===== config.mk =====
export PLATFORM = sky130hd
export DESIGN_NAME = gcd_lcm_unit
export DESIGN_NICKNAME = d
export VERILOG_FILES = /design/src/sv/gcl_pkg.sv /design/src/sv/gcl_useq.sv /design/src/sv/gcl_datapath.sv /design/src/sv/gcd_lcm_unit.sv
export SDC_FILE = /design/constraint.sdc
export NUM_CORES = 2
export LEC_CHECK = 0
export BUFFER_PORTS_ARGS = -buffer_cell sky130_fd_sc_hd__buf_2
export CAP_MARGIN = 20
export CORE_MARGIN = 4
export CORE_UTILIZATION = 60
export CTS_BUF_LIST = sky130_fd_sc_hd__clkbuf_8
export CTS_CLUSTER_DIAMETER = 40
export DETAILED_ROUTE_END_ITERATION = 6
export MAX_ROUTING_LAYER = met4
export PLACE_DENSITY = 0.87
export SLEW_MARGIN = 20
export SYNTH_ARGS = -nofsm -noshare
export SYNTH_HDL_FRONTEND = slang
export SYNTH_SLANG_ARGS = --single-unit

===== constraint.sdc =====
create_clock -name clk -period 9.3 [get_ports clk]
set_input_delay 1.395 -clock clk [delete_from_list [all_inputs] [get_ports clk]]
set_output_delay 1.395 -clock clk [all_outputs]
set_load 0.03 [all_outputs]

===== src/sv/gcl_pkg.sv =====
// gcl_pkg: request/result types, microcode encoding and control ROM for gcd_lcm_unit.
// Depends on nothing; used by gcl_useq, gcl_datapath and gcd_lcm_unit.
package gcl_pkg;

  localparam int unsigned FIELD_W  = 32;
  localparam int unsigned LCM_W    = 64;
  localparam int unsigned UPC_W    = 4;

  typedef struct packed {
    logic [FIELD_W-1:0] first_operand;
    logic [FIELD_W-1:0] second_operand;
  } in_t;

  typedef struct packed {
    logic [FIELD_W-1:0] gcd_value;
    logic [LCM_W-1:0]   lcm_value;
    logic               error_flag;
  } out_t;

  // Datapath operations, one per control word.
  typedef enum logic [3:0] {
    OP_NONE,
    OP_HALVE_BOTH,
    OP_HALVE_X,
    OP_HALVE_Y,
    OP_SUB,
    OP_GSHIFT,
    OP_DIVSTEP,
    OP_MUL,
    OP_FINISH,
    OP_FAIL
  } op_t;

  // Jump conditions; a true condition runs the op and takes the jump.
  typedef enum logic [2:0] {
    C_ALWAYS,
    C_ANY_ZERO,
    C_BOTH_EVEN,
    C_X_EVEN,
    C_Y_EVEN,
    C_X_NE_Y,
    C_DIV_MORE
  } cond_t;

  typedef struct packed {
    op_t              op;
    cond_t            cond;
    logic [UPC_W-1:0] target;
  } uword_t;

  // Sequencer to datapath.
  typedef struct packed {
    logic load;
    logic step;
    op_t  op;
  } ctrl_t;

  // Datapath to sequencer.
  typedef struct packed {
    logic any_zero;
    logic both_even;
    logic x_even;
    logic y_even;
    logic x_ne_y;
    logic div_more;
  } status_t;

  localparam logic [UPC_W-1:0] UA_CHECK    = 4'd0;
  localparam logic [UPC_W-1:0] UA_PAIR     = 4'd1;
  localparam logic [UPC_W-1:0] UA_XEVEN    = 4'd2;
  localparam logic [UPC_W-1:0] UA_YEVEN    = 4'd3;
  localparam logic [UPC_W-1:0] UA_SUB      = 4'd4;
  localparam logic [UPC_W-1:0] UA_GSHIFT   = 4'd5;
  localparam logic [UPC_W-1:0] UA_DIVLOOP  = 4'd6;
  localparam logic [UPC_W-1:0] UA_DIVLAST  = 4'd7;
  localparam logic [UPC_W-1:0] UA_MUL      = 4'd8;
  localparam logic [UPC_W-1:0] UA_FINISH   = 4'd9;
  localparam logic [UPC_W-1:0] UA_FAIL     = 4'd10;

  // Control program: binary GCD, restoring divide of the first operand by
  // the GCD, then one multiply by the second operand.
  function automatic uword_t ucode_rom(input logic [UPC_W-1:0] addr);
    uword_t w;
    begin
      unique case (addr)
        UA_CHECK:   w = '{op: OP_NONE,       cond: C_ANY_ZERO,  target: UA_FAIL};
        UA_PAIR:    w = '{op: OP_HALVE_BOTH, cond: C_BOTH_EVEN, target: UA_PAIR};
        UA_XEVEN:   w = '{op: OP_HALVE_X,    cond: C_X_EVEN,    target: UA_XEVEN};
        UA_YEVEN:   w = '{op: OP_HALVE_Y,    cond: C_Y_EVEN,    target: UA_YEVEN};
        UA_SUB:     w = '{op: OP_SUB,        cond: C_X_NE_Y,    target: UA_XEVEN};
        UA_GSHIFT:  w = '{op: OP_GSHIFT,     cond: C_ALWAYS,    target: UA_DIVLOOP};
        UA_DIVLOOP: w = '{op: OP_DIVSTEP,    cond: C_DIV_MORE,  target: UA_DIVLOOP};
        UA_DIVLAST: w = '{op: OP_DIVSTEP,    cond: C_ALWAYS,    target: UA_MUL};
        UA_MUL:     w = '{op: OP_MUL,        cond: C_ALWAYS,    target: UA_FINISH};
        UA_FINISH:  w = '{op: OP_FINISH,     cond: C_ALWAYS,    target: UA_CHECK};
        UA_FAIL:    w = '{op: OP_FAIL,       cond: C_ALWAYS,    target: UA_CHECK};
        default:    w = '{op: OP_FAIL,       cond: C_ALWAYS,    target: UA_CHECK};
      endcase
      return w;
    end
  endfunction

endpackage


===== src/sv/gcl_useq.sv =====
// gcl_useq: microcode sequencer (step counter, control ROM fetch, jump test).
// Depends on gcl_pkg.
module gcl_useq (
  input  logic              clk,
  input  logic              rst,
  input  logic              start,
  input  gcl_pkg::status_t  status,
  output gcl_pkg::ctrl_t    ctrl,
  output logic              busy
);
  import gcl_pkg::*;

  logic [UPC_W-1:0] pc;
  logic [UPC_W-1:0] pc_next;
  uword_t           uw;
  logic             cond_true;

  always_comb begin
    uw = ucode_rom(pc);
    unique case (uw.cond)
      C_ALWAYS:    cond_true = 1'b1;
      C_ANY_ZERO:  cond_true = status.any_zero;
      C_BOTH_EVEN: cond_true = status.both_even;
      C_X_EVEN:    cond_true = status.x_even;
      C_Y_EVEN:    cond_true = status.y_even;
      C_X_NE_Y:    cond_true = status.x_ne_y;
      C_DIV_MORE:  cond_true = status.div_more;
      default:     cond_true = 1'b1;
    endcase
    pc_next   = cond_true ? uw.target : pc + UPC_W'(1);
    ctrl.load = start && !busy;
    ctrl.step = busy && cond_true;
    ctrl.op   = uw.op;
  end

  always_ff @(posedge clk) begin
    if (rst) begin
      busy <= 1'b0;
      pc   <= UA_CHECK;
    end else if (ctrl.load) begin
      busy <= 1'b1;
      pc   <= UA_CHECK;
    end else if (busy) begin
      pc <= pc_next;
      // drop busy when the program emits its result
      if (ctrl.step && (uw.op == OP_FINISH || uw.op == OP_FAIL)) begin
        busy <= 1'b0;
      end
    end
  end

endmodule


===== src/sv/gcl_datapath.sv =====
// gcl_datapath: operand registers, subtract/shift unit, restoring divider step,
// multiplier and result register. Depends on gcl_pkg.
module gcl_datapath #(
  parameter int unsigned W = 32
) (
  input  logic             clk,
  input  logic             rst,
  input  gcl_pkg::in_t     request,
  input  gcl_pkg::ctrl_t   ctrl,
  output gcl_pkg::status_t status,
  output gcl_pkg::out_t    result,
  output logic             done
);
  import gcl_pkg::*;

  localparam int unsigned CNT_W = $clog2(W);

  logic [W-1:0]     x;
  logic [W-1:0]     y;
  logic [W-1:0]     a_orig;
  logic [W-1:0]     b_orig;
  logic [CNT_W-1:0] k;
  logic [W-1:0]     g;
  logic [W-1:0]     rem;
  logic [W-1:0]     quo;
  logic [CNT_W-1:0] cnt;
  logic [2*W-1:0]   prod;
  logic [W:0]       shifted;
  logic [W:0]       trial;

  always_comb begin
    status.any_zero  = (x == '0) || (y == '0);
    status.both_even = !x[0] && !y[0];
    status.x_even    = !x[0];
    status.y_even    = !y[0];
    status.x_ne_y    = (x != y);
    status.div_more  = (cnt != CNT_W'(W - 1));
    shifted          = {rem, quo[W-1]};
    trial            = shifted - {1'b0, g};
  end

  always_ff @(posedge clk) begin
    if (rst) begin
      done <= 1'b0;
    end else begin
      done <= ctrl.step && (ctrl.op == OP_FINISH || ctrl.op == OP_FAIL);
    end

    if (ctrl.load) begin
      x      <= request.first_operand[W-1:0];
      y      <= request.second_operand[W-1:0];
      a_orig <= request.first_operand[W-1:0];
      b_orig <= request.second_operand[W-1:0];
      k      <= '0;
    end else if (ctrl.step) begin
      case (ctrl.op)
        OP_HALVE_BOTH: begin
          x <= x >> 1;
          y <= y >> 1;
          k <= k + CNT_W'(1);
        end
        OP_HALVE_X: x <= x >> 1;
        OP_HALVE_Y: y <= y >> 1;
        OP_SUB: begin
          if (x < y) begin
            y <= y - x;
          end else begin
            x <= x - y;
          end
        end
        OP_GSHIFT: begin
          g   <= x << k;
          rem <= '0;
          quo <= a_orig;
          cnt <= '0;
        end
        OP_DIVSTEP: begin
          if (!trial[W]) begin
            rem <= trial[W-1:0];
            quo <= {quo[W-2:0], 1'b1};
          end else begin
            rem <= shifted[W-1:0];
            quo <= {quo[W-2:0], 1'b0};
          end
          cnt <= cnt + CNT_W'(1);
        end
        OP_MUL: prod <= (2*W)'(quo) * (2*W)'(b_orig);
        OP_FINISH: begin
          result.gcd_value  <= FIELD_W'(g);
          result.lcm_value  <= LCM_W'(prod);
          result.error_flag <= 1'b0;
        end
        OP_FAIL: begin
          result.gcd_value  <= '0;
          result.lcm_value  <= '0;
          result.error_flag <= 1'b1;
        end
        default: ;
      endcase
    end
  end

endmodule


===== src/sv/gcd_lcm_unit.sv =====
// gcd_lcm_unit: GCD and LCM of two unsigned operands, microcoded sequencer top level.
// Depends on gcl_pkg, gcl_useq and gcl_datapath.
// The divide loop (one quotient bit a cycle) and the subtract/shift GCD loop of the single
//   datapath set the run time; a zero operand goes straight to the error result.
// Throughput: one request at a time; busy drops with the done strobe, so the next request
//   may start in that very cycle. Results cannot be stalled.
// Reset (rst, synchronous): clears busy, the step counter and done; data registers hold.
module gcd_lcm_unit #(
  parameter int unsigned OPERAND_WIDTH = 32
) (
  input  logic          clk,
  input  logic          rst,
  input  logic          start,
  input  gcl_pkg::in_t  request,
  output logic          busy,
  output logic          done,
  output gcl_pkg::out_t result
);
  import gcl_pkg::*;

  // Control words from the sequencer, condition flags back from the datapath.
  ctrl_t   ctrl;
  status_t status;

  // Sequencer: step counter and control ROM. A request is taken when start is
  // high while busy is low; the program then runs until it emits a result.
  gcl_useq u_useq (
    .clk    (clk),
    .rst    (rst),
    .start  (start),
    .status (status),
    .ctrl   (ctrl),
    .busy   (busy)
  );

  // Datapath: only the low OPERAND_WIDTH bits of each operand are used. The
  // GCD comes from the binary method (common power of two kept in a shift
  // count), the LCM from (first / gcd) * second at double width.
  gcl_datapath #(
    .W (OPERAND_WIDTH)
  ) u_datapath (
    .clk     (clk),
    .rst     (rst),
    .request (request),
    .ctrl    (ctrl),
    .status  (status),
    .result  (result),
    .done    (done)
  );

  // The done strobe comes with the step that also clears busy.
  a_done_not_busy: assert property (@(posedge clk) disable iff (rst)
    done |-> !busy)
    else $error("done raised while the sequencer is still busy");

  // An accepted request always puts the sequencer to work.
  a_accept_busy: assert property (@(posedge clk) disable iff (rst)
    (start && !busy) |=> busy)
    else $error("request accepted but busy not set");

  // Error results carry zero values, good results a nonzero GCD and LCM.
  a_error_zero: assert property (@(posedge clk) disable iff (rst)
    (done && result.error_flag) |-> (result.gcd_value == '0 && result.lcm_value == '0))
    else $error("error result with nonzero value");

  a_good_nonzero: assert property (@(posedge clk) disable iff (rst)
    (done && !result.error_flag) |-> (result.gcd_value != '0 && result.lcm_value != '0))
    else $error("good result with zero GCD or LCM");

endmodule

# Word level (Yosys, flattened, before mapping)
# Memory sizes are Yosys's and may differ from the RTL's. A register that Yosys moved wholly into a read port is not among the register bits.
# Cells that the tools add are included.
# word_totals
romBits,176
mem_count,1
wordCells,93
register_bits,401
# memory_table
name,words,width,read_ports,rd_clocked_by_memory_dff,wr,line_no,text
(name not given),16,11,1,1,0,gcl_pkg.sv:85,unique case (addr)
# classes
addsub,6
n_reduce_logical,26
n_bitwise,1
order_cmp,1
eq_ne,19
n_mul,1
muxes,21
shift,1
# op_table
cell,n
case mux 32 bit (2 select lines),4
two-way mux 32 bit,7
case mux 97 bit (2 select lines),1
zero test 32 bit,2
multiplier 32 x 32 -> 64 bit,1
subtractor 32 bit,2
subtractor 33 x 32 -> 33 bit,1
< comparator 32 bit,1
!= test 32 bit,1
left shift 32 x 5 -> 32 bit,1
AND reduction 3 bit,6
equality test 4 x 3 -> 1 bit (second input constant),4
two-way mux 4 bit,3
adder 5 x 1 -> 5 bit (second input constant),2
case mux 5 bit (2 select lines),1
equality test 3 bit (second input constant),3
equality test 4 x 2 -> 1 bit (second input constant),2
equality test 4 bit (second input constant),2
equality test 3 x 2 -> 1 bit (second input constant),2
case mux 1 bit (6 select lines),1
nonzero test 2 bit,3
nonzero test 3 bit,2
OR reduction 2 bit,3
!= test 5 bit (second input constant),1
11 further kinds,20

# Depth between registers and ports, before layout
# depth
depth_word,8
mapped_depth,29
depth_no_buf,27

# Hierarchy
# A second synthesis with hierarchy kept.
# hier_totals
hier_cells,5813
hier_area_um2,56047.5
# modules_own_cells
module,seq_area_each_um2,instances,area_each_um2,cells_per_inst
gcl_datapath,11831.3,1,55219.2,5724
gcl_useq,320.3,1,828.3,89

# Least setup slack after synthesis
# No wires, ideal clock.
# synth_timing
kind,register -> register
from,register u_datapath.x[21]
to,"register, netlist name u_datapath.result[0]"
path_buffers,2
path_stages_with_launch,11
arrival_ns,8.526
path_slack_ns,0.100
setup_ns,0.674
cell_sequence,edfxtp_1 ha_1 and2_1 clkbuf_1 nand3_1 nor4_1 a311oi_1 a21o_1 buf_4 nand2_1 nor3_1
# synth_between
elab_chain_cells,5
# synth_lines
item,line_no,text
start: declaration,gcl_datapath.sv:18,logic [W-1:0] x;
start signal: assignment,gcl_datapath.sv:50,x <= request.first_operand[W-1:0];
start signal: assignment,gcl_datapath.sv:58,x <= x >> 1;
start signal: assignment,gcl_datapath.sv:62,OP_HALVE_X: x <= x >> 1;
zero test 32 bit,gcl_datapath.sv:32,status.any_zero = (x == '0) || (y == '0);
logical OR 1 bit,gcl_datapath.sv:32,
case mux 1 bit (6 select lines) *,gcl_useq.sv:20,unique case (uw.cond)
logical AND 1 bit *,gcl_useq.sv:32,ctrl.step = busy && cond_true;
AND reduction 3 bit (no line) *,n/a,
# Mark *: on every way between the ends. The rest lies on a longest branch, timed or not.
# A chain may end at the register's enable or synchronous reset.

# Worst setup path after layout
# layout_timing
from,register u_datapath.b_orig[14]
to,register u_datapath.prod[62] (data pin)
# layout_between
elab_chain_cells,1
# layout_lines
item,line_no,text
start: declaration,gcl_datapath.sv:21,logic [W-1:0] b_orig;
start signal: assignment,gcl_datapath.sv:53,b_orig <= request.second_operand[W-1:0];
multiplier 32 x 32 -> 64 bit,gcl_datapath.sv:87,OP_MUL: prod <= (2*W)'(quo) * (2*W)'(b_orig);
end signal: assignment,gcl_datapath.sv:87,
end: declaration,gcl_datapath.sv:27,logic [2*W-1:0] prod;
# Every way passes these cells.

==> summary.md <==
| Metric | Value |
|---|---|
| Post-synth EDFFs | 390 |
| Mean number of vias per cell | 5.92 |
| Antenna-violating nets left | 0 |
| Post-Synth Simple-Gate Area | 0.163 |
| Final setup fails | 0 |
| Core ar. | 0.0917 mm² |
| H-tree depth | 3 |
| Max-slew violation count | 0 |
| Clock Latency Late Sink | 780 ps |
| Synth unique cells | 90 |
| Final wirelength | 153,000 µm |
| Num ports | 166 |
| Sequential-to-total area share from yosys stat | 0.219 |
| Required @ worst endpoint | 9760 ps |
| GRT Util Overall | 0.326 |
| Slew margin rel. | 0.164 |
| Initial antenna violation count | 10 |
| Worst path cell trace | buf_4 -> and2_1 -> fa_1 -> fa_1 -> inv_1 -> fa_1 -> fa_1 -> inv_1 -> fa_1 -> fa_1 -> fa_1 -> fa_1 -> ha_1 -> a21oi_1 -> o21ai_0 -> a221o_1 -> a21oi_1 -> o31a_1 -> o21ai_2 -> a31oi_1 -> o21a_1 -> o21ai_1 -> xor2_1 |
| Largest family of logic cells by synthesized area | adder cells |
| Mapped Nets | 7,091 |
| Fraction of layout cells with a size suffix above 1 | 0.0792 |
| Min-Delay Path Class | reg2reg |
| Die ar. | approximately 0.097 mm² |
| CTS tree | built |
| Yosys reg bits | 412 |
| Critical path class | reg2reg |
| Final Cycle Share | 0.940 |
| Vias | 41,700 |
| DR iter-0 viols | 4,398 |
| WHS | 515 ps |
| Vias in the first global route | 44,200 |
| Clock sink count | 412 |
| Final Net Count | 7,120 |
| Post-layout min period | 8740 ps |
| TNS Setup | 0 ps |
| Async SR Flop Fraction | 0 |
| TritonCTS buffer count | 80 |
| Post-synthesis xor/xnor area fraction | 0.0237 |
| Congestion Overflow GR | 0 |
| Final HPWL DP | 122,000 µm |
| Core Util, Final | 0.644 |
| Drt pass-1 iters | 7 |
| Clock tree buffer depth | 3 |
| Critical path data arrival time | roughly 9000 ps |
| FILL cells | slightly above 7,000 |
| Worst clock skew | 80.1 ps |
| Multiplexer share of the synthesized area | 0.0184 |
| Post-synthesis compound-gate area fraction | 0.0765 |
| Main synth FF type | edfxtp_1 |
| CP max stage delay | 970 ps |
| Die W | around 310 µm |
| Critical Path Slowest Stage Cell | edfxtp_1 |
| Avg Inst Size Synth | roughly 9.6 µm² |
| Cells after Synth | 5,755 |
| Fmax | 0.114 GHz |
| Die Height | between 300 and 400 µm |
| Crit path max-delay family | adder cells |
| Root Buffer Master | clkbuf_8 |
| Synth Area in Adders | 0.408 |
| Final Hold Fails | 0 |
| Synthesized cell area | 0.0555 mm² |
| Worst setup margin | approximately 560 ps |
| P&R area growth vs syn | 6.47% |
| Number of buffers added for setup after CTS | 0 |
| DRC errors left | 22 |
| First-pass GRT wire length | 241,000 µm |
| Startpoint Class | register |
| Post-Place Worst Slack | a little over 700 ps |
| Count of input and output buffers | 165 |
| CP most frequent cell | fa_1 |
| CP Buf/Inv Count | 3 |
| Status | complete, but fails checks |
| Synth Warn # | 0 |
| Resized cells post-CTS | 0 |
| Largest net degree at the start of global routing | 99 |
| CP max FO | 19 |
| CP endpoint kind | register |
| Worst-path clk slew | 60 ps |
| GP Congestion | 0.998 |
| Site Rows | 111 |
| Commonest cells after routing, fill and taps aside | inv_1, fa_1, nand2_1 |
| Starting Density | 0.605 |
| MaxCap Viol Count | 0 |
| RSZ-0062 raised after global routing | no |
| DR WL/cell | 21.7 µm |
| Post-CTS Hold Fix Bufs | 0 |
| Commonest non-fill, non-tap cell in the layout | inv_1 |
| Worst slew pin tran | 1250 ps |
| Failing checks | design-rule violations |
worst paths after layout:
kind / startpoint / to / slack [ps] / cells past startpoint
setup / recovery: u_datapath.b_orig[14] / u_datapath.prod[62] / 560 / 23
hold / removal: u_datapath.a_orig[9] / u_datapath.quo[9] / 520 / 2
setup reg to reg: u_datapath.b_orig[14] / u_datapath.prod[62] / 560 / 23
hold reg to reg: u_datapath.a_orig[9] / u_datapath.quo[9] / 520 / 2
flip-flops by register name (all words and copies together), names as in the netlist:
name / cells
u_datapath.rem: 32
u_datapath.x: 32
u_datapath.cnt: 5
u_useq.busy: 1
u_useq.pc: 4
u_datapath.a_orig: 32
u_datapath.done: 1
u_datapath.y: 32
u_datapath.g: 32
u_datapath.result: 97
u_datapath.k: 5
u_datapath.b_orig: 32
u_datapath.quo: 32
u_datapath.prod: 64
u_useq.uw: 11
tightest hold or removal path, delay by kind of cell, from the launching register on:
| kind | cells | cell delay (ps) |
|---|---|---|
| flip-flops | 1 | 320 |
| AND/OR/NAND/NOR | 2 | 90 |
through the flow:
step / cells / instance area, µm²
floorplan: 5755 / 55500
global placement: 6887 / 57400
detailed placement: 6887 / 57400
CTS: 7030 / 59000
global route: 7040 / 59100
finish: 7044 / 59100
final cells by class:
type	instances	area (µm²)	share of cell area
inverter	1008	3790	0.0641
antenna	13	32.5	0.000551
sequential	412	12200	0.206
tap	1186	1480	0.0251
clock inverter	59	469	0.00794
timing repair buffer	275	1670	0.0283
clock buffer	84	1160	0.0196
multi-input combinational	4007	38300	0.649
routing by layer:
layer  share of wire  wire length [µm]  up-vias  GRT usage
li1                -                 -    18100          -
met1            0.38             57800    20600      0.412
met2            0.45             69000     2457      0.494
met3            0.12             18200      548     0.0934
met4           0.051              7750        0      0.143
met5               0                 0        -          -
synth_stat cells (5+ instances only):
cell / instances / share of area
inv_1: 1007 / 0.068
fa_1: 899 / 0.32
nand2_1: 752 / 0.051
and2_1: 573 / 0.065
edfxtp_1: 390 / 0.21
ha_1: 370 / 0.083
clkbuf_1: 296 / 0.020
nor2_1: 242 / 0.016
a21oi_1: 241 / 0.022
o21ai_0: 128 / 0.012
a21o_1: 100 / 0.014
xnor2_1: 90 / 0.014
nor2b_1: 79 / 0.0089
xor2_1: 58 / 0.0092
mux2i_1: 56 / 0.010
nand4_1: 37 / 0.0042
nor3_1: 31 / 0.0028
nand3_1: 29 / 0.0026
nand2b_1: 26 / 0.0029
a31oi_1: 24 / 0.0027
nor4_1: 23 / 0.0026
dfxtp_1: 22 / 0.0079
and3_1: 21 / 0.0024
a211oi_1: 20 / 0.0027
mux4_2: 19 / 0.0077
o21bai_1: 19 / 0.0026
o21ai_1: 16 / 0.0014
o21a_1: 14 / 0.0019
buf_1: 12 / 0.00081
and4_1: 10 / 0.0016
o22ai_1: 9 / 0.0010
a221o_1: 8 / 0.0014
o211ai_1: 8 / 0.0011
buf_2: 7 / 0.00063
buf_4: 7 / 0.00095
o31ai_1: 6 / 0.00081
o32ai_1: 6 / 0.00095
nand3b_1: 5 / 0.00068
or3_1: 5 / 0.00056
kinds of logic (layout without fill, tap and decap cells):
group | Yosys count | after routing
muxes | 78 | 78
adders and majority gates | 1269 | 1269
xor gates and xnor gates | 149 | 149
DFF | 412 | 412
and+or+nand+nor | 1844 | 1844
other | 0 | 13
buffers and inverters | 1336 | 1426
AOI/OAI and AO/OA | 667 | 667
Power is not shown: default switching activity piles up to over one toggle a cycle in this logic, so the estimate is an artifact.
